File: src/sv/assert_macros.svh
// Assertion macros shared by the decoder RTL.
// No dependencies; included by files that carry concurrent checks.
`ifndef ASSERT_MACROS_SVH
`define ASSERT_MACROS_SVH

// Plain property check, disabled while reset is high.
`define B64X_ASSERT(lbl, clk, rst, prop, msg) \
   lbl: assert property (@(posedge clk) disable iff (rst) (prop)) else $error(msg);

// Overlapping implication check, disabled while reset is high.
`define B64X_ASSERT_IMP(lbl, clk, rst, ante, cons, msg) \
   lbl: assert property (@(posedge clk) disable iff (rst) (ante) |-> (cons)) \
      else $error(msg);

// Next-cycle implication check, disabled while reset is high.
`define B64X_ASSERT_NXT(lbl, clk, rst, ante, cons, msg) \
   lbl: assert property (@(posedge clk) disable iff (rst) (ante) |=> (cons)) \
      else $error(msg);

`endif

File: src/sv/b64x_pkg.sv
// Types, constants and the character lookup of the Base64 decoder.
// No dependencies; used by the interfaces and every decoder module.
`default_nettype none

package b64x_pkg;

   localparam int CHAR_W   = 8;
   localparam int SEXTET_W = 6;
   localparam int BYTE_W   = 8;
   localparam int BITS_W   = 18;   // first three sextets of a group
   localparam int GROUP_W  = 24;   // three bytes
   localparam int CNT_W    = 2;

   localparam logic [CNT_W-1:0]  CNT_FULL   = 2'd3;
   localparam logic [CNT_W-1:0]  CNT_ONE    = 2'd1;
   localparam logic [CNT_W-1:0]  POS_THIRD  = 2'd2;
   localparam logic [BYTE_W-1:0] KEY_RESET  = 8'hFB;

   localparam logic [CHAR_W-1:0] CH_UPPER_A = 8'h41;
   localparam logic [CHAR_W-1:0] CH_UPPER_Z = 8'h5A;
   localparam logic [CHAR_W-1:0] CH_LOWER_A = 8'h61;
   localparam logic [CHAR_W-1:0] CH_LOWER_Z = 8'h7A;
   localparam logic [CHAR_W-1:0] CH_DIGIT_0 = 8'h30;
   localparam logic [CHAR_W-1:0] CH_DIGIT_9 = 8'h39;
   localparam logic [CHAR_W-1:0] CH_PLUS    = 8'h2B;
   localparam logic [CHAR_W-1:0] CH_SLASH   = 8'h2F;
   localparam logic [CHAR_W-1:0] CH_PAD     = 8'h3D;

   // offsets that move each character range onto its sextet value
   localparam logic [CHAR_W-1:0] OFS_LOWER  = 8'h47;  // 'a' - 26
   localparam logic [CHAR_W-1:0] OFS_DIGIT  = 8'h04;  // 52 - '0', added

   localparam logic [SEXTET_W-1:0] SX_PLUS  = 6'd62;
   localparam logic [SEXTET_W-1:0] SX_SLASH = 6'd63;

   typedef struct packed {
      logic                ok;
      logic [SEXTET_W-1:0] val;
   } sextet_type;

   // One finished group, handed from the assembler to the serializer.
   typedef struct packed {
      logic [GROUP_W-1:0] bytes;      // keyed bytes, first byte in the top
      logic [CNT_W-1:0]   count;      // bytes to send, 1..3
      logic               final_grp;  // last beat carries final_byte
      logic               bad;        // error result
   } rec_type;

   function automatic sextet_type sextet_lookup(input logic [CHAR_W-1:0] c);
      sextet_type         r;
      logic [CHAR_W-1:0]  t;
      r = '{ok: 1'b1, val: '0};
      t = '0;
      if (c >= CH_UPPER_A && c <= CH_UPPER_Z) begin
         t     = c - CH_UPPER_A;
         r.val = t[SEXTET_W-1:0];
      end else if (c >= CH_LOWER_A && c <= CH_LOWER_Z) begin
         t     = c - OFS_LOWER;
         r.val = t[SEXTET_W-1:0];
      end else if (c >= CH_DIGIT_0 && c <= CH_DIGIT_9) begin
         t     = c + OFS_DIGIT;
         r.val = t[SEXTET_W-1:0];
      end else if (c == CH_PLUS) begin
         r.val = SX_PLUS;
      end else if (c == CH_SLASH) begin
         r.val = SX_SLASH;
      end else if (c == CH_PAD) begin
         r.val = '0;
      end else begin
         r.ok  = 1'b0;
      end
      return r;
   endfunction

endpackage

`default_nettype wire

File: src/sv/b64x_if.sv
// Valid/ready channel interfaces for characters in and bytes out.
// Depends on b64x_pkg for field widths.
`default_nettype none

interface b64x_req_if;
   logic                        valid;
   logic                        ready;
   logic [b64x_pkg::CHAR_W-1:0] code_char;
   logic                        final_char;

   modport source (output valid, output code_char, output final_char, input ready);
   modport sink   (input valid, input code_char, input final_char, output ready);
endinterface

interface b64x_rsp_if;
   logic                        valid;
   logic                        ready;
   logic [b64x_pkg::BYTE_W-1:0] plain_byte;
   logic                        final_byte;
   logic                        bad_input;

   modport source (output valid, output plain_byte, output final_byte, output bad_input,
                   input ready);
   modport sink   (input valid, input plain_byte, input final_byte, input bad_input,
                   output ready);
endinterface

`default_nettype wire

File: src/sv/b64x_group.sv
// Group assembler: decodes one character per beat and builds group records.
// Depends on b64x_pkg, b64x_if and assert_macros.svh.
`default_nettype none
`include "assert_macros.svh"

module b64x_group (
   input  wire                          clock,
   input  wire                          reset,
   b64x_req_if.sink                     req_chan,
   input  wire  [b64x_pkg::BYTE_W-1:0]  key,
   input  wire                          rec_take,
   output logic                         rec_valid,
   output b64x_pkg::rec_type            rec
);
   import b64x_pkg::*;

   logic [BITS_W-1:0] bits_ff, bits_in;
   logic [CNT_W-1:0]  pos_ff, pos_in;
   logic              third_ff, third_in;
   logic              err_ff, err_in;
   logic              rec_valid_ff, rec_valid_in;
   rec_type           rec_ff, rec_in;

   sextet_type        sx;
   logic              pad;
   logic              fire;
   logic [GROUP_W-1:0] word;
   logic [CNT_W-1:0]  cnt;

   assign req_chan.ready = !rec_valid_ff || rec_take;
   assign rec_valid      = rec_valid_ff;
   assign rec            = rec_ff;

   always_comb begin
      sx   = sextet_lookup(req_chan.code_char);
      pad  = (req_chan.code_char == CH_PAD);
      fire = req_chan.valid && req_chan.ready;
      word = {bits_ff, sx.val};
      cnt  = CNT_FULL - {1'b0, req_chan.final_char && pad}
                      - {1'b0, req_chan.final_char && third_ff};

      bits_in      = bits_ff;
      pos_in       = pos_ff;
      third_in     = third_ff;
      err_in       = err_ff;
      rec_in       = rec_ff;
      rec_valid_in = rec_valid_ff && !rec_take;

      if (fire) begin
         if (err_ff || !sx.ok) begin
            // sticky error: drop until the final char, then one error beat
            if (req_chan.final_char) begin
               rec_in       = '{bytes: '0, count: CNT_ONE, final_grp: 1'b1, bad: 1'b1};
               rec_valid_in = 1'b1;
               bits_in      = '0;
               pos_in       = '0;
               third_in     = 1'b0;
               err_in       = 1'b0;
            end else begin
               err_in       = 1'b1;
            end
         end else if (pos_ff != CNT_FULL) begin
            if (pos_ff == POS_THIRD) begin
               third_in = pad;
            end
            bits_in = {bits_ff[BITS_W-SEXTET_W-1:0], sx.val};
            pos_in  = pos_ff + CNT_ONE;
            if (req_chan.final_char) begin
               // short final group
               rec_in       = '{bytes: '0, count: CNT_ONE, final_grp: 1'b1, bad: 1'b1};
               rec_valid_in = 1'b1;
               bits_in      = '0;
               pos_in       = '0;
               third_in     = 1'b0;
            end
         end else begin
            rec_in.bytes     = word ^ {3{key}};
            rec_in.count     = cnt;
            rec_in.final_grp = req_chan.final_char;
            rec_in.bad       = 1'b0;
            rec_valid_in     = 1'b1;
            bits_in          = '0;
            pos_in           = '0;
            third_in         = 1'b0;
         end
      end
   end

   always_ff @(posedge clock) begin
      if (reset) begin
         bits_ff      <= '0;
         pos_ff       <= '0;
         third_ff     <= 1'b0;
         err_ff       <= 1'b0;
         rec_valid_ff <= 1'b0;
      end else begin
         bits_ff      <= bits_in;
         pos_ff       <= pos_in;
         third_ff     <= third_in;
         err_ff       <= err_in;
         rec_valid_ff <= rec_valid_in;
      end
      rec_ff <= rec_in;
   end

   `B64X_ASSERT_NXT(a_rec_held, clock, reset, rec_valid_ff && !rec_take,
      rec_valid_ff && $stable(rec_ff), "pending group record lost or changed")
   `B64X_ASSERT_IMP(a_err_rec, clock, reset, rec_valid_ff && rec_ff.bad,
      rec_ff.final_grp && rec_ff.count == CNT_ONE && rec_ff.bytes == '0,
      "error record malformed")
   `B64X_ASSERT_IMP(a_mid_full, clock, reset, rec_valid_ff && !rec_ff.final_grp,
      rec_ff.count == CNT_FULL, "non-final group not three bytes")

endmodule

`default_nettype wire

File: src/sv/b64x_emit.sv
// Byte serializer: sends the bytes of one group record, one per beat.
// Depends on b64x_pkg, b64x_if and assert_macros.svh.
`default_nettype none
`include "assert_macros.svh"

module b64x_emit (
   input  wire                clock,
   input  wire                reset,
   input  wire                rec_valid,
   input  b64x_pkg::rec_type  rec,
   output logic               rec_take,
   b64x_rsp_if.source         rsp_chan
);
   import b64x_pkg::*;

   logic [GROUP_W-1:0] bytes_ff, bytes_in;
   logic [CNT_W-1:0]   left_ff, left_in;
   logic               final_ff, final_in;
   logic               bad_ff, bad_in;
   logic               out_valid_ff, out_valid_in;
   logic               fire;

   assign fire     = out_valid_ff && rsp_chan.ready;
   assign rec_take = rec_valid && (!out_valid_ff || (fire && left_ff == CNT_ONE));

   assign rsp_chan.valid      = out_valid_ff;
   assign rsp_chan.plain_byte = bytes_ff[GROUP_W-1 -: BYTE_W];
   assign rsp_chan.final_byte = final_ff && (left_ff == CNT_ONE);
   assign rsp_chan.bad_input  = bad_ff;

   always_comb begin
      bytes_in     = bytes_ff;
      left_in      = left_ff;
      final_in     = final_ff;
      bad_in       = bad_ff;
      out_valid_in = out_valid_ff;
      if (rec_take) begin
         bytes_in     = rec.bytes;
         left_in      = rec.count;
         final_in     = rec.final_grp;
         bad_in       = rec.bad;
         out_valid_in = 1'b1;
      end else if (fire) begin
         bytes_in = {bytes_ff[GROUP_W-BYTE_W-1:0], {BYTE_W{1'b0}}};
         left_in  = left_ff - CNT_ONE;
         if (left_ff == CNT_ONE) begin
            out_valid_in = 1'b0;
         end
      end
   end

   always_ff @(posedge clock) begin
      if (reset) begin
         out_valid_ff <= 1'b0;
         left_ff      <= '0;
      end else begin
         out_valid_ff <= out_valid_in;
         left_ff      <= left_in;
      end
      bytes_ff <= bytes_in;
      final_ff <= final_in;
      bad_ff   <= bad_in;
   end

   `B64X_ASSERT_IMP(a_left_nz, clock, reset, out_valid_ff, left_ff != '0,
      "valid output with no bytes left")
   `B64X_ASSERT_IMP(a_bad_single, clock, reset, out_valid_ff && bad_ff,
      left_ff == CNT_ONE && final_ff, "error beat not single and final")
   `B64X_ASSERT_NXT(a_step, clock, reset, fire && left_ff != CNT_ONE,
      out_valid_ff && left_ff == $past(left_ff) - CNT_ONE, "byte count skipped")

endmodule

`default_nettype wire

File: src/sv/base64_decode_xor.sv
// Base64 decoder with XOR descrambling: one char per cycle in, one byte per beat out.
// A group's 4th char is registered into the group record, then its first byte into the output register.
// Throughput: 1 char/cycle sustained; a group needs 1..3 output beats, 4 input beats.
// Input stalls only while a finished record waits behind a busy serializer.
// Reset (synchronous, active high): empties group and output stages, key = 0xFB.
// Depends on b64x_pkg, b64x_if, b64x_group and b64x_emit.
`default_nettype none

module base64_decode_xor (
   input  wire                          clock,
   input  wire                          reset,
   b64x_req_if.sink                     req_chan,
   b64x_rsp_if.source                   rsp_chan,
   input  wire                          csr_we,
   input  wire  [b64x_pkg::BYTE_W-1:0]  csr_wdata
);
   import b64x_pkg::*;

   // descramble key; the user must write it only while idle, the block does not enforce this
   logic [BYTE_W-1:0] key_ff, key_in;

   // record handoff between assembler and serializer
   logic    rec_valid;
   logic    rec_take;
   rec_type rec;

   assign key_in = csr_we ? csr_wdata : key_ff;

   always_ff @(posedge clock) begin
      if (reset) begin
         key_ff <= KEY_RESET;
      end else begin
         key_ff <= key_in;
      end
   end

   // Assembler: maps chars to sextets, tracks padding and the sticky error,
   // and drops one record per finished group or error into its output register.
   b64x_group u_group (
      .clock     (clock),
      .reset     (reset),
      .req_chan  (req_chan),
      .key       (key_ff),
      .rec_take  (rec_take),
      .rec_valid (rec_valid),
      .rec       (rec)
   );

   // Serializer: sends the record bytes one beat at a time, and takes the
   // next record in the same cycle its last beat goes out.
   b64x_emit u_emit (
      .clock     (clock),
      .reset     (reset),
      .rec_valid (rec_valid),
      .rec       (rec),
      .rec_take  (rec_take),
      .rsp_chan  (rsp_chan)
   );

endmodule

`default_nettype wire
File: src/flat_wrapper.sv
// flat-port wrapper written by rule: the top's interface ports become plain ports
module base64_decode_xor_flat import b64x_pkg::*;
  (clock, reset, csr_we, csr_wdata, req_chan_valid, req_chan_code_char, req_chan_final_char, req_chan_ready, rsp_chan_valid, rsp_chan_plain_byte, rsp_chan_final_byte, rsp_chan_bad_input, rsp_chan_ready);
  b64x_req_if req_chan_i ();
  b64x_rsp_if rsp_chan_i ();
  input  wire clock;
  input  wire reset;
  input  wire csr_we;
  input  wire  [b64x_pkg::BYTE_W-1:0] csr_wdata;
  input wire logic [$bits(req_chan_i.valid)-1:0] req_chan_valid;
  input wire logic [$bits(req_chan_i.code_char)-1:0] req_chan_code_char;
  input wire logic [$bits(req_chan_i.final_char)-1:0] req_chan_final_char;
  output wire logic [$bits(req_chan_i.ready)-1:0] req_chan_ready;
  output wire logic [$bits(rsp_chan_i.valid)-1:0] rsp_chan_valid;
  output wire logic [$bits(rsp_chan_i.plain_byte)-1:0] rsp_chan_plain_byte;
  output wire logic [$bits(rsp_chan_i.final_byte)-1:0] rsp_chan_final_byte;
  output wire logic [$bits(rsp_chan_i.bad_input)-1:0] rsp_chan_bad_input;
  input wire logic [$bits(rsp_chan_i.ready)-1:0] rsp_chan_ready;
  assign req_chan_i.valid = req_chan_valid;
  assign req_chan_i.code_char = req_chan_code_char;
  assign req_chan_i.final_char = req_chan_final_char;
  assign req_chan_ready = req_chan_i.ready;
  assign rsp_chan_valid = rsp_chan_i.valid;
  assign rsp_chan_plain_byte = rsp_chan_i.plain_byte;
  assign rsp_chan_final_byte = rsp_chan_i.final_byte;
  assign rsp_chan_bad_input = rsp_chan_i.bad_input;
  assign rsp_chan_i.ready = rsp_chan_ready;
  base64_decode_xor u_core (.clock(clock), .reset(reset), .req_chan(req_chan_i), .rsp_chan(rsp_chan_i), .csr_we(csr_we), .csr_wdata(csr_wdata));
endmodule
File: config.mk
export PLATFORM = sky130hd
export DESIGN_NAME = base64_decode_xor_flat
export DESIGN_NICKNAME = d
export VERILOG_FILES = /design/src/sv/b64x_pkg.sv /design/src/sv/b64x_if.sv /design/src/sv/b64x_group.sv /design/src/sv/b64x_emit.sv /design/src/sv/base64_decode_xor.sv /design/src/flat_wrapper.sv
export VERILOG_INCLUDE_DIRS = /design/src /design/src/sv
export SDC_FILE = /design/constraint.sdc
export NUM_CORES = 1
export LEC_CHECK = 0
export BUFFER_PORTS_ARGS = -buffer_cell sky130_fd_sc_hd__buf_2
export CAP_MARGIN = 20
export CORE_MARGIN = 1.5
export CORE_UTILIZATION = 25
export DETAILED_ROUTE_END_ITERATION = 6
export MAX_ROUTING_LAYER = met4
export PLACE_DENSITY_LB_ADDON = 0.12
export SETUP_SLACK_MARGIN = 0.2
export SYNTH_ARGS = -nofsm -noshare
export SYNTH_HDL_FRONTEND = slang
export SYNTH_HIERARCHICAL = 1
export SYNTH_SLANG_ARGS = --single-unit
File: constraint.sdc
create_clock -name clock -period 3 [get_ports clock]
set_input_delay 0.45 -clock clock [delete_from_list [all_inputs] [get_ports clock]]
set_output_delay 0.45 -clock clock [all_outputs]
set_load 0.01 [all_outputs]
# == After elaboration in Yosys (flattened, before gate mapping) ==
# Index checks and enable logic that the tools add are counted.
# op_classes
n_addsub,7
n_bitwise,1
n_eq_ne,8
magnitude_cmp,6
n_mux,39
reduce_logical,24
# ops
op,count
2-to-1 mux 28 bit,3
2-to-1 mux 18 bit,4
2-to-1 mux 24 bit,2
2-to-1 mux 6 bit,5
"== test 8 x 6 -> 1 bit, second input constant",3
XOR 24 bit,1
2-to-1 mux 1 bit,19
"greater-or-equal comparator 8 x 7 -> 1 bit, second input constant",2
"less-or-equal comparator 8 x 7 -> 1 bit, second input constant",2
2-to-1 mux 2 bit,6
logical AND 1 bit,11
"greater-or-equal comparator 8 x 6 -> 1 bit, second input constant",1
"less-or-equal comparator 8 x 6 -> 1 bit, second input constant",1
"adder 6 x 3 -> 6 bit, second input constant",1
AND reduction 2 bit,3
"subtractor 6 x 1 -> 6 bit, second input constant",1
"subtractor 6 x 3 -> 6 bit, second input constant",1
logical NOT 1 bit,4
"inequality test 2 bit, second input constant",2
nonzero test 2 bit,2
logical OR 1 bit,3
"inequality test 3 x 2 -> 1 bit, second input constant",1
AND reduction 3 bit,1
"adder 2 x 1 -> 2 bit, second input constant",1
other kinds (5),5
# word_totals
in_bits,22
out_inout_bits,12
elab_cells,100
reg_bits,88

# == Logic depth before layout (Yosys ltp) ==
# Gate-level depths: netlist of the first run.
# depth
word_depth,11
mapped_depth,13
ltp_nobuf,10

# == Hierarchy ==
# The synthesis of the first run kept the hierarchy.
# by_module_without_submodules
module,cells_per_inst,area_per_inst_um2,instances,seq_area_each_um2
b64x_group,288,3006.6,1,1301.2
b64x_emit,80,1328.8,1,840.8
base64_decode_xor,26,304.0,1,160.2

# == Least setup slack after synthesis of the first run ==
# OpenSTA, ideal clock, no wires.
# synth_timing
path_kind,input to register
from,in req_chan_code_char[2]
to,"reg u_core.u_group.rec_ff (netlist bit u_core/u_group/rec[1]), data pin"
setup_ps,254
path_slack_ps,171
arrival_time_ps,2575
path_buffers,5
cell_stages,12
required_ps,2746
path_cell_list,buf_6 -> inv_1 -> ha_1 -> a21o_1 -> and3_1 -> clkbuf_1 -> or3_2 -> buf_2 -> a31o_1 -> clkbuf_1 -> buf_2 -> a21o_1
# synth_between
elab_chain_len,10
word_cells_on_any_way,21
cone_classes,order compare: 6; eq/ne: 3; mux: 7; reduce/logical: 5
# synth_lines
item,line,text
start: declaration,flat_wrapper.sv:11,input wire logic [$bits(req_chan_i.code_char)-1:0] req_chan_code_char;
== test 8 x 6 -> 1 bit,b64x_pkg.sv:67,end else if (c == CH_PAD) begin
2-to-1 mux 1 bit,b64x_pkg.sv:67,
2-to-1 mux 1 bit,b64x_pkg.sv:65,end else if (c == CH_SLASH) begin
2-to-1 mux 1 bit,b64x_pkg.sv:63,end else if (c == CH_PLUS) begin
2-to-1 mux 1 bit,b64x_pkg.sv:60,end else if (c >= CH_DIGIT_0 && c <= CH_DIGIT_9) begin
2-to-1 mux 1 bit,b64x_pkg.sv:57,end else if (c >= CH_LOWER_A && c <= CH_LOWER_Z) begin
2-to-1 mux 1 bit (*),b64x_pkg.sv:54,if (c >= CH_UPPER_A && c <= CH_UPPER_Z) begin
logical NOT 1 bit (*),b64x_group.sv:50,if (err_ff || !sx.ok) begin
logical OR 1 bit (*),b64x_group.sv:50,
2-to-1 mux 28 bit (*),b64x_group.sv:50,
end signal: assignment,b64x_group.sv:103,rec_ff <= rec_in;
end: declaration,b64x_group.sv:22,"rec_type rec_ff, rec_in;"
# Mark *: on every way between the ends. The rest lies on a longest branch, timed or not.
# A chain may end at the register's enable or synchronous reset.

# == Worst setup path in the final report of the first run ==
# layout_timing
from,in req_chan_code_char[2]
to,"reg u_core.u_group.rec_ff (netlist bit u_core/u_group/rec[8]), data pin"
# layout_between
elab_chain_len,10
word_cells_on_any_way,31
cone_classes,add/sub: 3; order compare: 6; eq/ne: 3; mux: 13; bitwise: 1; reduce/logical: 5
# layout_lines
item,line
branches (longest 9 deep; another with greater-or-equal comparator 8 x 6 -> 1 bit),--
2-to-1 mux 28 bit (*),b64x_group.sv:50
# Mark *: on every way between the ends.

==> flow_summary.rst, run 1 <==
.. list-table::
   :header-rows: 1

   * - Metric
     - Value
   * - Port Buffers
     - 33
   * - TritonCTS clock tree
     - done
   * - Root buffer cell
     - clkbuf_16
   * - Worst IR drop on VDD
     - 0.239 mV
   * - Clock Tree Buf Depth
     - 2
   * - Clock Sinks
     - 88
   * - Max cap viols
     - 0
   * - Die boundary width
     - 139 um
   * - Post-synthesis cell area
     - 4640 um^2
   * - Mapped Nets
     - 429
   * - Initial antenna violation count
     - 0
   * - Setup repair after global routing missed its margin
     - false
   * - Final core area utilization
     - 29.2%
   * - Final global-route overflow total
     - 0
   * - Cells after Synth
     - 394
   * - Area Growth Syn to Fin
     - 13.9%
   * - Row count
     - 49
   * - Violations in the final reports
     - DRC
   * - Post-synthesis cell type with the largest combined area
     - edfxtp_1
   * - Cell types occupying the most area after synthesis
     - edfxtp_1 (35%), dfxtp_1 (15%), mux2_4 (5.2%)
   * - Setup slack after placement
     - 0.135 ns
   * - Fraction of final layout cells with drive strength greater than 1
     - 22.4%
   * - Vias per inst
     - 4.61
   * - Worst max-slew margin expressed relative to the limit
     - 50.5%
   * - Vias in the first global route
     - 2,850
   * - Post-CTS Setup Repair Bufs
     - 0
   * - Crit Path Category
     - in -> reg
   * - DRC violations left
     - 4
   * - Number of enable-type register cells in the synthesized netlist
     - 54
   * - Number of top-level design ports
     - 34
   * - Number of failing setup endpoints in the final timing report
     - 0
   * - Number of warnings printed during yosys synthesis
     - 6
   * - Worst setup EP type
     - register
   * - GRT Resource Usage Total
     - 11.4%
   * - Fraction of registers with async set or reset after synthesis
     - 0%
   * - Critical path required time
     - 3.08 ns
   * - Skew-Pair Late Insertion Delay
     - 0.35 ns
   * - Result of the run
     - finished with violations
   * - Die height
     - 139 um
   * - First-pass GRT wire length
     - 16,400 um
   * - Minimum setup slack in the final design
     - 0.476 ns
   * - CTS hold repair buffers
     - 0
   * - Leakage power total
     - 2.01 nW
   * - CTS Buf Count
     - 9
   * - Final period util
     - 84.1%
   * - Total wire length after detailed routing
     - 10,200 um
   * - Slew at the pin closest to its max-slew limit
     - 0.734 ns
   * - Sequential cell area fraction in the yosys report
     - 49.6%
   * - Final max-slew violation count
     - 0
   * - Clock transition time at the flip-flop clock pins of the worst setup and hold paths
     - 0.07 ns
   * - Main synth FF type
     - edfxtp_1
   * - Count of filler cells inserted in the layout
     - 1,852
   * - Final Skew
     - 0.00823 ns
   * - Wire length per cell
     - 15.7 um
   * - Critical path peak fanout
     - 50
   * - Final period demand of the worst path
     - 2.52 ns
   * - Placed cell count
     - 633
   * - Post-Route Hold Slack
     - 0.302 ns
   * - Final hold viol count
     - 0
   * - Total non-filler cell area in the finished layout
     - 5290 um^2
   * - Setup TNS Final
     - 0 ns
   * - Worst hold path type
     - in -> reg
   * - Detailed-route via count
     - 2,992
   * - Mean instance size in the synthesized netlist
     - 11.8 um^2
   * - Number of distinct standard cells referenced by the synthesized netlist
     - 65
   * - Portion of synthesized cell area occupied by the leading cell type
     - 35.0%
   * - Half-perimeter wire length after detailed placement
     - 7060 um
   * - FMAX
     - 396 MHz
   * - Flip-flop and latch count after synthesis
     - 88
   * - Data arrival at the endpoint of the critical path
     - 2.61 ns
   * - Total cell area at the placement stage
     - 4960 um^2
   * - Overall Power
     - 2.91 mW
   * - Areal power density over the cells
     - 550 nW/um^2
   * - Detailed router's first-iteration violation count
     - 197
   * - Drt pass-1 iters
     - 7
   * - Remaining antenna violation count after routing
     - 0
   * - Core region area
     - 18,100 um^2
   * - Starting Density
     - 25.7%
   * - Number of antenna diodes
     - 0
   * - Area of the die
     - 19,400 um^2
   * - Type of origin of the critical path
     - input pin
   * - Deepest level of the CTS H-tree
     - 3
   * - Layout net count
     - 450
   * - Post-cts resize count
     - 0
   * - Non-filler cells, final
     - 649
   * - Largest net degree at the start of global routing
     - 51
   * - Gpl congestion
     - 0.814
[per-layer routing]
layer	routed length, um	part of all wire (%)	vias up	GRT usage [%]
li1	-	-	1511	-
met1	5240	51	1405	15.3
met2	4350	43	61	16.3
met3	364	3.6	15	1.96
met4	249	2.4	0	5.88
met5	0	0	-	-
[synthesized netlist by cell type, types with 7 or more instances]
cell type and number:
ha_1 13, a211o_1 7, buf_6 7, inv_1 12
o21ai_0 7, nand3b_1 26, buf_4 8, a22o_1 16
xnor2_1 21, clkbuf_1 8, nor4_1 7, mux2_4 16
buf_2 8, nand2_1 12, nor2_1 9, o21ai_1 24
and3_1 10, nand2b_1 7, edfxtp_1 54, dfxtp_1 34
[cells by family (layout without fill, tap and decap cells)]
family / after synthesis / in the layout / share of synthesized area (%)
buffers and inverters: 45 / 71 / 5.66
adders and majority gates: 13 / 13 / 3.51
DFF: 88 / 88 / 49.6
xor gates and xnor gates: 26 / 26 / 4.91
AOI/OAI and AO/OA: 95 / 95 / 15.9
and+or+nand+nor: 109 / 109 / 14.8
muxes: 18 / 18 / 5.61
[state kept, by name, summed over array words and instances (netlist names)]
register                          count
u_core/u_group/rec                   28
u_core/u_group/third_ff               1
u_core/u_emit/final_ff                1
u_core/u_group/bits_ff               18
u_core/u_group/rec_valid              1
u_core/u_emit/rsp_chan.valid          1
u_core/u_emit/rsp_chan.bad_input      1
u_core/u_group/pos_ff                 2
u_core/u_emit/left_ff                 2
u_core/key_ff                         8
u_core/u_emit/bytes_ff               24
u_core/u_group/err_ff                 1
[worst max-delay path: stages]
cell      delay, ns
buf_2          0.18
inv_1          0.12
ha_2           0.24
a21o_1         0.23
o311a_4        0.16
or3_1          0.50
a31o_1         0.32
buf_12         0.21
nand3b_1       0.11
o211ai_1       0.08
[final timing paths]
kind                            slack, ns                     start                               end  cells past startpoint
worst max-delay path                 0.48     req_chan_code_char[2]             u_core/u_group/rec[8]                     10
worst max register to register       0.59  u_core/u_emit/left_ff[1]         u_core/u_group/bits_ff[7]                     10
worst min-delay path                 0.30              csr_wdata[5]                  u_core/key_ff[5]                      2
worst min register to register       0.46     u_core/u_group/rec[0]  u_core/u_emit/rsp_chan.bad_input                      0
[cell type report]
type | instances | area [um^2] | area share [%]
sequential | 88 | 2300 | 43.6
multi-input combinational | 261 | 2080 | 39.3
clock buffer | 14 | 307 | 5.80
tap | 229 | 287 | 5.42
timing repair buffer | 43 | 253 | 4.78
inverter | 12 | 45.0 | 0.852
clock inverter | 2 | 15.0 | 0.284
[where the power goes]
| group | internal [mW] | switching [mW] |
|---|---|---|
| logic | 0.144 | 0.178 |
| clock network | 0.710 | 0.474 |
| registers | 1.36 | 0.0393 |
| total | 2.22 | 0.691 |
[placed cells by master, fill, tap and decap left out, types with 3 or more instances in the layout]
cell       instances
edfxtp_1          54
dfxtp_1           34
buf_4              9
and3_1            10
clkbuf_16         11
nand2_1           12
a21oi_1            5
nor2b_1            4
nor3_1             5
nor4_1             7
a21o_1             3
xor2_1             5
ha_1              12
xnor2_1           21
nor2_1             9
buf_2             33
and2_1             5
a31oi_1            3
nand2b_1           7
a211o_1            7
mux2_4            16
inv_1             12
o21ai_0            7
or3_2              3
nand3b_1          26
a22o_1            16
o21ai_1           24
o2bb2ai_1          4
and2b_1            4
No activity file was read; power rests on OpenSTA's default activity.
==> run 2, diff against run 1 <==
==> constraint.sdc (replaced) <==
create_clock -name clock -period 2.2 [get_ports clock]
set_input_delay 0.33 -clock clock [delete_from_list [all_inputs] [get_ports clock]]
set_output_delay 0.33 -clock clock [all_outputs]
set_load 0.01 [all_outputs]
==> run 2 against run 1 <==
  * The flow still finishes with violations (DRC)
  * Clock skew up 0.0017 ns
  * Flip-flop and latch count unchanged
  * Via count grew 9.7%
  * Design area rose by 19%
  * Critical path type unchanged
  * Largest power group unchanged
==> flow_summary.rst, run 2 (synthesis gave the netlist of run 1 again) <==
.. list-table::
   :header-rows: 1

   * - Metric
     - Value
   * - Remaining antenna violation count after routing
     - 0
   * - Worst hold path type
     - in -> reg
   * - Half-perimeter wire length after detailed placement
     - 7850 um
   * - Commonest non-fill, non-tap cell in the layout
     - buf_4
   * - TritonCTS clock tree
     - done
   * - Max cap viols
     - 0
   * - Gpl congestion
     - 0.874
   * - Setup repair after global routing missed its margin
     - true
   * - Violations in the final reports
     - DRC
   * - Layout net count
     - 519
   * - Worst max-slew margin expressed relative to the limit
     - 61.9%
   * - Row count
     - 49
   * - Non-filler cells, final
     - 718
   * - End point of the critical path
     - u_core/u_group/rec[11]
   * - Clock Tree Buf Depth
     - 2
   * - Core region area
     - 18,100 um^2
   * - Fraction of final layout cells with drive strength greater than 1
     - 41.5%
   * - Commonest cells after routing, fill and taps aside
     - buf_4 (59), edfxtp_1 (54), dfxtp_1 (33), buf_2 (30), nand3b_1 (26)
   * - Wl on met1
     - 5490 um
   * - Number of top-level design ports
     - 34
   * - Clock transition time at the flip-flop clock pins of the worst setup and hold paths
     - 0.07 ns
   * - DRC violations left
     - 6
   * - Endpoint of the worst-slack reg-to-reg timing path
     - u_core/u_group/bits_ff[6]
   * - Worst IR drop on VDD
     - 0.376 mV
   * - FMAX
     - 481 MHz
   * - Areal power density over the cells
     - 664 nW/um^2
   * - Final hold viol count
     - 0
   * - Die height
     - 139 um
   * - Final period demand of the worst path
     - 2.08 ns
   * - Port Buffers
     - 33
   * - Switching Power
     - 1.03 mW
   * - Worst reg2reg startpoint
     - u_core/u_emit/left_ff[1]
   * - Largest net degree at the start of global routing
     - 35
   * - Skew-Pair Late Insertion Delay
     - 0.35 ns
   * - Drt pass-1 iters
     - 6
   * - Final Skew
     - 0.00989 ns
   * - Slew at the pin closest to its max-slew limit
     - 0.566 ns
   * - Final max-slew violation count
     - 0
   * - Critical path required time
     - 2.40 ns
   * - Placed cell count
     - 681
   * - Internal power summed over all cells
     - 3.14 mW
   * - Crit Path Category
     - in -> reg
   * - Worst Reg-to-Reg Cells
     - 11
   * - Initial antenna violation count
     - 0
   * - Area of the die
     - 19,400 um^2
   * - Met3 WL post-DR
     - 315 um
   * - Critical path peak fanout
     - 16
   * - Flop2flop setup slack
     - 0.24 ns
   * - Portion of total power attributed to sequential cells
     - 45.9%
   * - Area Growth Syn to Fin
     - 35.3%
   * - Worst setup EP type
     - register
   * - Final global-route overflow total
     - 0
   * - Highest routing layer actually used
     - met4
   * - Leakage power total
     - 2.42 nW
   * - Detailed router's first-iteration violation count
     - 148
   * - Final period util
     - 94.6%
   * - Number of flip-flops in the largest register
     - 28
   * - Total wire length after detailed routing
     - 11,700 um
   * - Combinational power share
     - 15.1%
   * - Cell with the largest stage delay on the worst path
     - or3_4
   * - Result of the run
     - finished with violations
   * - Detailed-route via count
     - 3,283
   * - Start point of the worst min-delay path
     - csr_wdata[5]
   * - Deepest level of the CTS H-tree
     - 3
   * - Most frequent CP cell
     - buf_12
   * - Worst setup path start
     - req_chan_code_char[2]
   * - Vias in the first global route
     - 3,199
   * - Total stage count of the critical path
     - 11
   * - Slowest stage delay, CP
     - 0.40 ns
   * - Family with the most delay on the worst path
     - compound AO/OA/AOI/OAI gates
   * - Clock group share of total power
     - 39.0%
   * - Crit path buf inv count
     - 5
   * - Ordered list of cells on the worst path
     - buf_12 > inv_6 > ha_4 > a21o_1 > and3_4 > or3_4 > buf_6 > a31o_4 > buf_12 > buf_4 > o21ai_1
   * - Number of failing setup endpoints in the final timing report
     - 0
   * - Detailed route wirelength on metal2
     - 5730 um
   * - Die boundary width
     - 139 um
   * - First-pass GRT wire length
     - 17,700 um
   * - Type of origin of the critical path
     - input pin
   * - Data arrival at the endpoint of the critical path
     - 2.28 ns
   * - Number of antenna diodes
     - 0
   * - CTS Buf Count
     - 9
   * - Starting Density
     - 25.7%
   * - Clock Sinks
     - 88
   * - GRT Resource Usage Total
     - 12.2%
   * - Post-Route Hold Slack
     - 0.185 ns
   * - Root buffer cell
     - clkbuf_16
   * - Vias per inst
     - 4.57
   * - Wire length per cell
     - 16.3 um
   * - Net switching fraction of the power
     - 24.6%
run 2: power by group through the flow:
stage	Clock (mW)	Combinational, mW	Sequential (mW)
after floorplan	0	0.351	1.94
after global placement	0	0.522	1.95
after detailed placement	0	0.524	1.95
after CTS	1.68	0.538	1.92
after global routing	1.74	0.686	1.93
final	1.63	0.628	1.91
run 2: metrics by stage:
stage | utilization [%] | TNS [ns] | total power [mW] | setup WS [ns] | area [um^2]
finish | 34.7 | 0 | 4.17 | 0.120 | 6280
global route | 34.7 | 0 | 4.35 | 0.0736 | 6280
CTS | 32.0 | 0 | 4.13 | 0.146 | 5790
detailed placement | 29.9 | -10.47 | 2.48 | -0.376 | 5400
global placement | 29.9 | -9.14 | 2.47 | -0.386 | 5400
floorplan | - | -7.52 | 2.29 | -0.212 | 4730
run 2: layout make-up:
cell class	instances	area, um^2
flip-flops and latches	88	2300
inverters	12	58.8
clock inverters	5	62.6
fillers	1771	11800
multi-input cells	264	2390
clock buffers	11	254
repair buffers	109	920
well taps	229	287
run 2: repair_timing:
item	in CTS	in global routing
setup endpoints to repair	45	48
buffers inserted	0	16
cloned	0	5
pin swaps	8	22
hold buffers	0	0
resized for setup	18	55
run 2: how the worst min path moves through the flow:
stage	end	slack [ns]	depth (start not counted)
detailed placement	u_core/u_emit/rsp_chan.bad_input	0.44	0
floorplan	u_core/u_emit/rsp_chan.valid	0.40	1
global placement	u_core/u_emit/final_ff	0.44	0
global route	u_core/key_ff[5]	0.18	2
CTS	u_core/key_ff[5]	0.17	2
finish	u_core/key_ff[5]	0.18	2
run 2: metal layers:
layer	GRT usage, %	vias to the layer above
met5	-	-
met4	4.70	0
met3	2.79	10
met2	19.3	46
met1	15.2	1568
li1	-	1659
==> run 3, diff against run 2 <==
--- a/config.mk
+++ b/config.mk
@@ -6,6 +6,8 @@
 export SDC_FILE = /design/constraint.sdc
 export NUM_CORES = 1
 export LEC_CHECK = 0
+export ABC_AREA = 1
+export ABC_CLOCK_PERIOD_IN_PS = 1980
 export BUFFER_PORTS_ARGS = -buffer_cell sky130_fd_sc_hd__buf_2
 export CAP_MARGIN = 20
 export CORE_MARGIN = 1.5
==> constraint.sdc (replaced) <==
create_clock -name clock -period 1.98 [get_ports clock]
set_input_delay 0.297 -clock clock [delete_from_list [all_inputs] [get_ports clock]]
set_output_delay 0.297 -clock clock [all_outputs]
set_load 0.01 [all_outputs]
==> run 3 against run 2 <==
  * The run now ends clean
  * Global-route usage shrank 0.39 points
  * First-iteration DRC count rose by 19%
  * Core utilization fell by 0.54 points
==> flow_summary.rst, run 3 <==
.. list-table::
   :header-rows: 1

   * - Metric
     - Value
   * - Result of the run
     - complete, no violations
   * - Ordered list of cells on the worst path
     - buf_2 > nor2_4 > nand3_4 > a21oi_4 > nor2_2 > nand3_4 > nand2_4 > a21oi_4 > buf_8 > clkinv_8 > nand2_2 > o21ai_1
   * - Areal power density over the cells
     - 760 nW/um^2
   * - Minimum setup slack in the final design
     - 0.208 ns
   * - Portion of synthesized cell area occupied by the leading cell type
     - 34.6%
   * - CTS Buf Count
     - 9
   * - Number of warnings printed during yosys synthesis
     - 6
   * - Deepest level of the CTS H-tree
     - 3
   * - Final period util
     - 89.5%
   * - Worst IR drop on VDD
     - 0.365 mV
   * - Fraction of registers with async set or reset after synthesis
     - 0%
   * - Cells after Synth
     - 553
   * - Vias in the first global route
     - 3,554
   * - Worst max-slew margin expressed relative to the limit
     - 74.6%
   * - Final hold viol count
     - 0
   * - Post-synthesis cell area
     - 4690 um^2
   * - Worst reg2reg startpoint
     - u_core/u_emit/left_ff[1]
   * - Remaining antenna violation count after routing
     - 0
   * - Area of the die
     - 19,600 um^2
   * - Start point of the worst min-delay path
     - csr_wdata[0]
   * - Number of top-level design ports
     - 34
   * - Flip-flop and latch count after synthesis
     - 88
   * - Detailed-route via count
     - 3,616
   * - Post-synthesis cell type with the largest combined area
     - edfxtp_1
   * - Drt pass-1 iters
     - 4
   * - Starting Density
     - 25.8%
   * - Cell types occupying the most area after synthesis
     - edfxtp_1 (35%), nand2_1 (16%), dfxtp_1 (15%)
   * - Crit path buf inv count
     - 3
   * - Endpoint of the worst-slack reg-to-reg timing path
     - u_core/u_group/rec[20]
   * - Type of origin of the critical path
     - input pin
   * - Largest net degree at the start of global routing
     - 32
   * - Skew-Pair Late Insertion Delay
     - 0.34 ns
   * - Max cap viols
     - 0
   * - GRT Resource Usage Total
     - 11.8%
   * - Library cell with the highest instance count after synthesis
     - nand2_1
   * - Critical path peak fanout
     - 6
   * - Data arrival at the endpoint of the critical path
     - 1.87 ns
   * - Slew at the pin closest to its max-slew limit
     - 0.380 ns
   * - Total cell area at the placement stage
     - 5420 um^2
   * - GRT met1 Usage
     - 15.4%
   * - Worst setup EP type
     - register
   * - Final max-slew violation count
     - 0
   * - Commonest cells after routing, fill and taps aside
     - nand2_1 (169), edfxtp_1 (54), buf_4 (44), nand3_1 (35), inv_1 (34)
   * - FMAX
     - 564 MHz
   * - Worst hold path type
     - in -> reg
   * - Overall Power
     - 4.73 mW
   * - Number of distinct standard cells referenced by the synthesized netlist
     - 36
   * - Worst Reg-to-Reg Cells
     - 12
   * - Slowest stage delay, CP
     - 0.25 ns
   * - Main synth FF type
     - edfxtp_1
   * - Mean instance size in the synthesized netlist
     - 8.49 um^2
   * - Met2 global-route usage
     - 18.5%
   * - DRC violations left
     - 0
   * - Number of flip-flops in the largest register
     - 28
   * - Final global-route overflow total
     - 0
   * - Placed cell count
     - 830
   * - Setup slack after placement
     - -0.269 ns
   * - Cell with the largest stage delay on the worst path
     - nor2_4
   * - Final core area utilization
     - 34.2%
   * - Fraction of final layout cells with drive strength greater than 1
     - 32.3%
   * - Number of antenna diodes
     - 0
   * - Total wire length after detailed routing
     - 11,300 um
   * - Sequential cell area fraction in the yosys report
     - 49.1%
   * - Number of failing setup endpoints in the final timing report
     - 0
   * - Number of enable-type register cells in the synthesized netlist
     - 54
   * - Root buffer cell
     - clkbuf_16
   * - Non-filler cells, final
     - 867
   * - Area Growth Syn to Fin
     - 32.5%
   * - Die boundary width
     - 140 um
   * - Busiest metal layer after global routing
     - met2
   * - Commonest non-fill, non-tap cell in the layout
     - nand2_1
   * - Half-perimeter wire length after detailed placement
     - 7870 um
   * - Core region area
     - 18,200 um^2
   * - Final Skew
     - 0.00841 ns
   * - Post-Route Hold Slack
     - 0.166 ns
   * - Final period demand of the worst path
     - 1.77 ns
   * - Met3 global-route usage
     - 2.09%
   * - Clock Tree Buf Depth
     - 2
   * - Setup repair after global routing missed its margin
     - true
   * - Layout net count
     - 668
   * - Port Buffers
     - 33
   * - Vias per inst
     - 4.17
   * - Wire length per cell
     - 13.0 um
   * - Family with the most delay on the worst path
     - simple AND/OR/NAND/NOR gates
   * - Mapped Nets
     - 588
   * - Leakage power total
     - 2.73 nW
   * - Number of instances on the worst hold path
     - 3
   * - TritonCTS clock tree
     - done
   * - First-pass GRT wire length
     - 17,900 um
   * - Total non-filler cell area in the finished layout
     - 6220 um^2
   * - Setup TNS Final
     - 0 ns
   * - Initial antenna violation count
     - 0
   * - Crit Path Category
     - in -> reg
   * - Clock transition time at the flip-flop clock pins of the worst setup and hold paths
     - 0.07 ns
   * - Endpoint of the worst hold path
     - u_core/key_ff[0]
   * - Gpl congestion
     - 0.821
   * - Die height
     - 140 um
   * - Flop2flop setup slack
     - 0.27 ns
   * - Clock Sinks
     - 88
   * - Commonest cells post-synth
     - nand2_1 (197), edfxtp_1 (54), nand3_1 (47)
   * - Critical path required time
     - 2.07 ns
   * - Detailed router's first-iteration violation count
     - 176
   * - Row count
     - 49
-- run 3: changes by cell type in the layout (fill, tap and decap cells not counted), moves of 12 or more --
| cell | change |
|---|---|
| a22o_1 | -16 |
| buf_4 | -15 |
| inv_1 | +29 |
| mux2_4 | -16 |
| nand2_1 | +159 |
| nand2_2 | +26 |
| nand3_1 | +33 |
| nand3_2 | +12 |
| nand3b_1 | -24 |
| nor2_1 | +23 |
-- run 3: area by class of cell --
cell class / instances / area [um^2]
clock inverters: 7 / 85.1
repair buffers: 88 / 714
repair inverters: 3 / 31.3
well taps: 229 / 287
multi-input cells: 387 / 2310
inverters: 56 / 264
fillers: 1901 / 12000
flip-flops and latches: 88 / 2300
clock buffers: 9 / 225
-- run 3: where the power goes --
part / internal, mW / switching [mW] / total (mW)
clock network: 1.00 / 0.769 / 1.77
logic: 0.337 / 0.463 / 0.799
registers: 2.08 / 0.0735 / 2.16
-- run 3: worst max-delay path by stage --
| stage | from | end | slack [ns] | cells past startpoint |
|---|---|---|---|---|
| after floorplan | u_core/u_emit/left_ff[1] | u_core/u_group/bits_ff[4] | -0.23 | 17 |
| after global placement | req_chan_code_char[0] | u_core/u_group/rec[27] | -0.25 | 14 |
| after detailed placement | req_chan_code_char[0] | u_core/u_group/rec[19] | -0.27 | 14 |
| after CTS | req_chan_code_char[0] | u_core/u_group/rec[19] | 0.20 | 14 |
| after global routing | req_chan_code_char[2] | u_core/u_group/rec[25] | 0.14 | 15 |
| final | req_chan_code_char[7] | u_core/u_group/rec[25] | 0.21 | 12 |
-- run 3: layer usage --
metal	vias to the layer above	wire length, um
met2	51	5210
met5	-	0
met4	0	208
met1	1610	5500
met3	16	334
li1	1939	-
-- run 3: worst min-delay path: stages --
cell,delay [ns]
buf_2,0.08
nand2_1,0.04
nand3_1,0.06
-- run 3: what timing repair did --
item,in CTS,in global routing
gates cloned,1,4
setup buffers,0,16
resized for setup,5,85
hold buffers,0,0
endpoints found under the hold margin,0,0
pin swaps,2,21
setup endpoints to repair,37,49
-- run 3: cells by family (layout without fill, tap and decap cells) --
logic type | after synthesis | after routing | synth area share (%)
flops | 88 | 88 | 49.1
fa+ha+maj | 13 | 13 | 3.47
xor+xnor | 29 | 29 | 5.41
simple gates | 300 | 301 | 28.2
buf+inv | 79 | 163 | 8.50
compound gates | 44 | 44 | 5.33
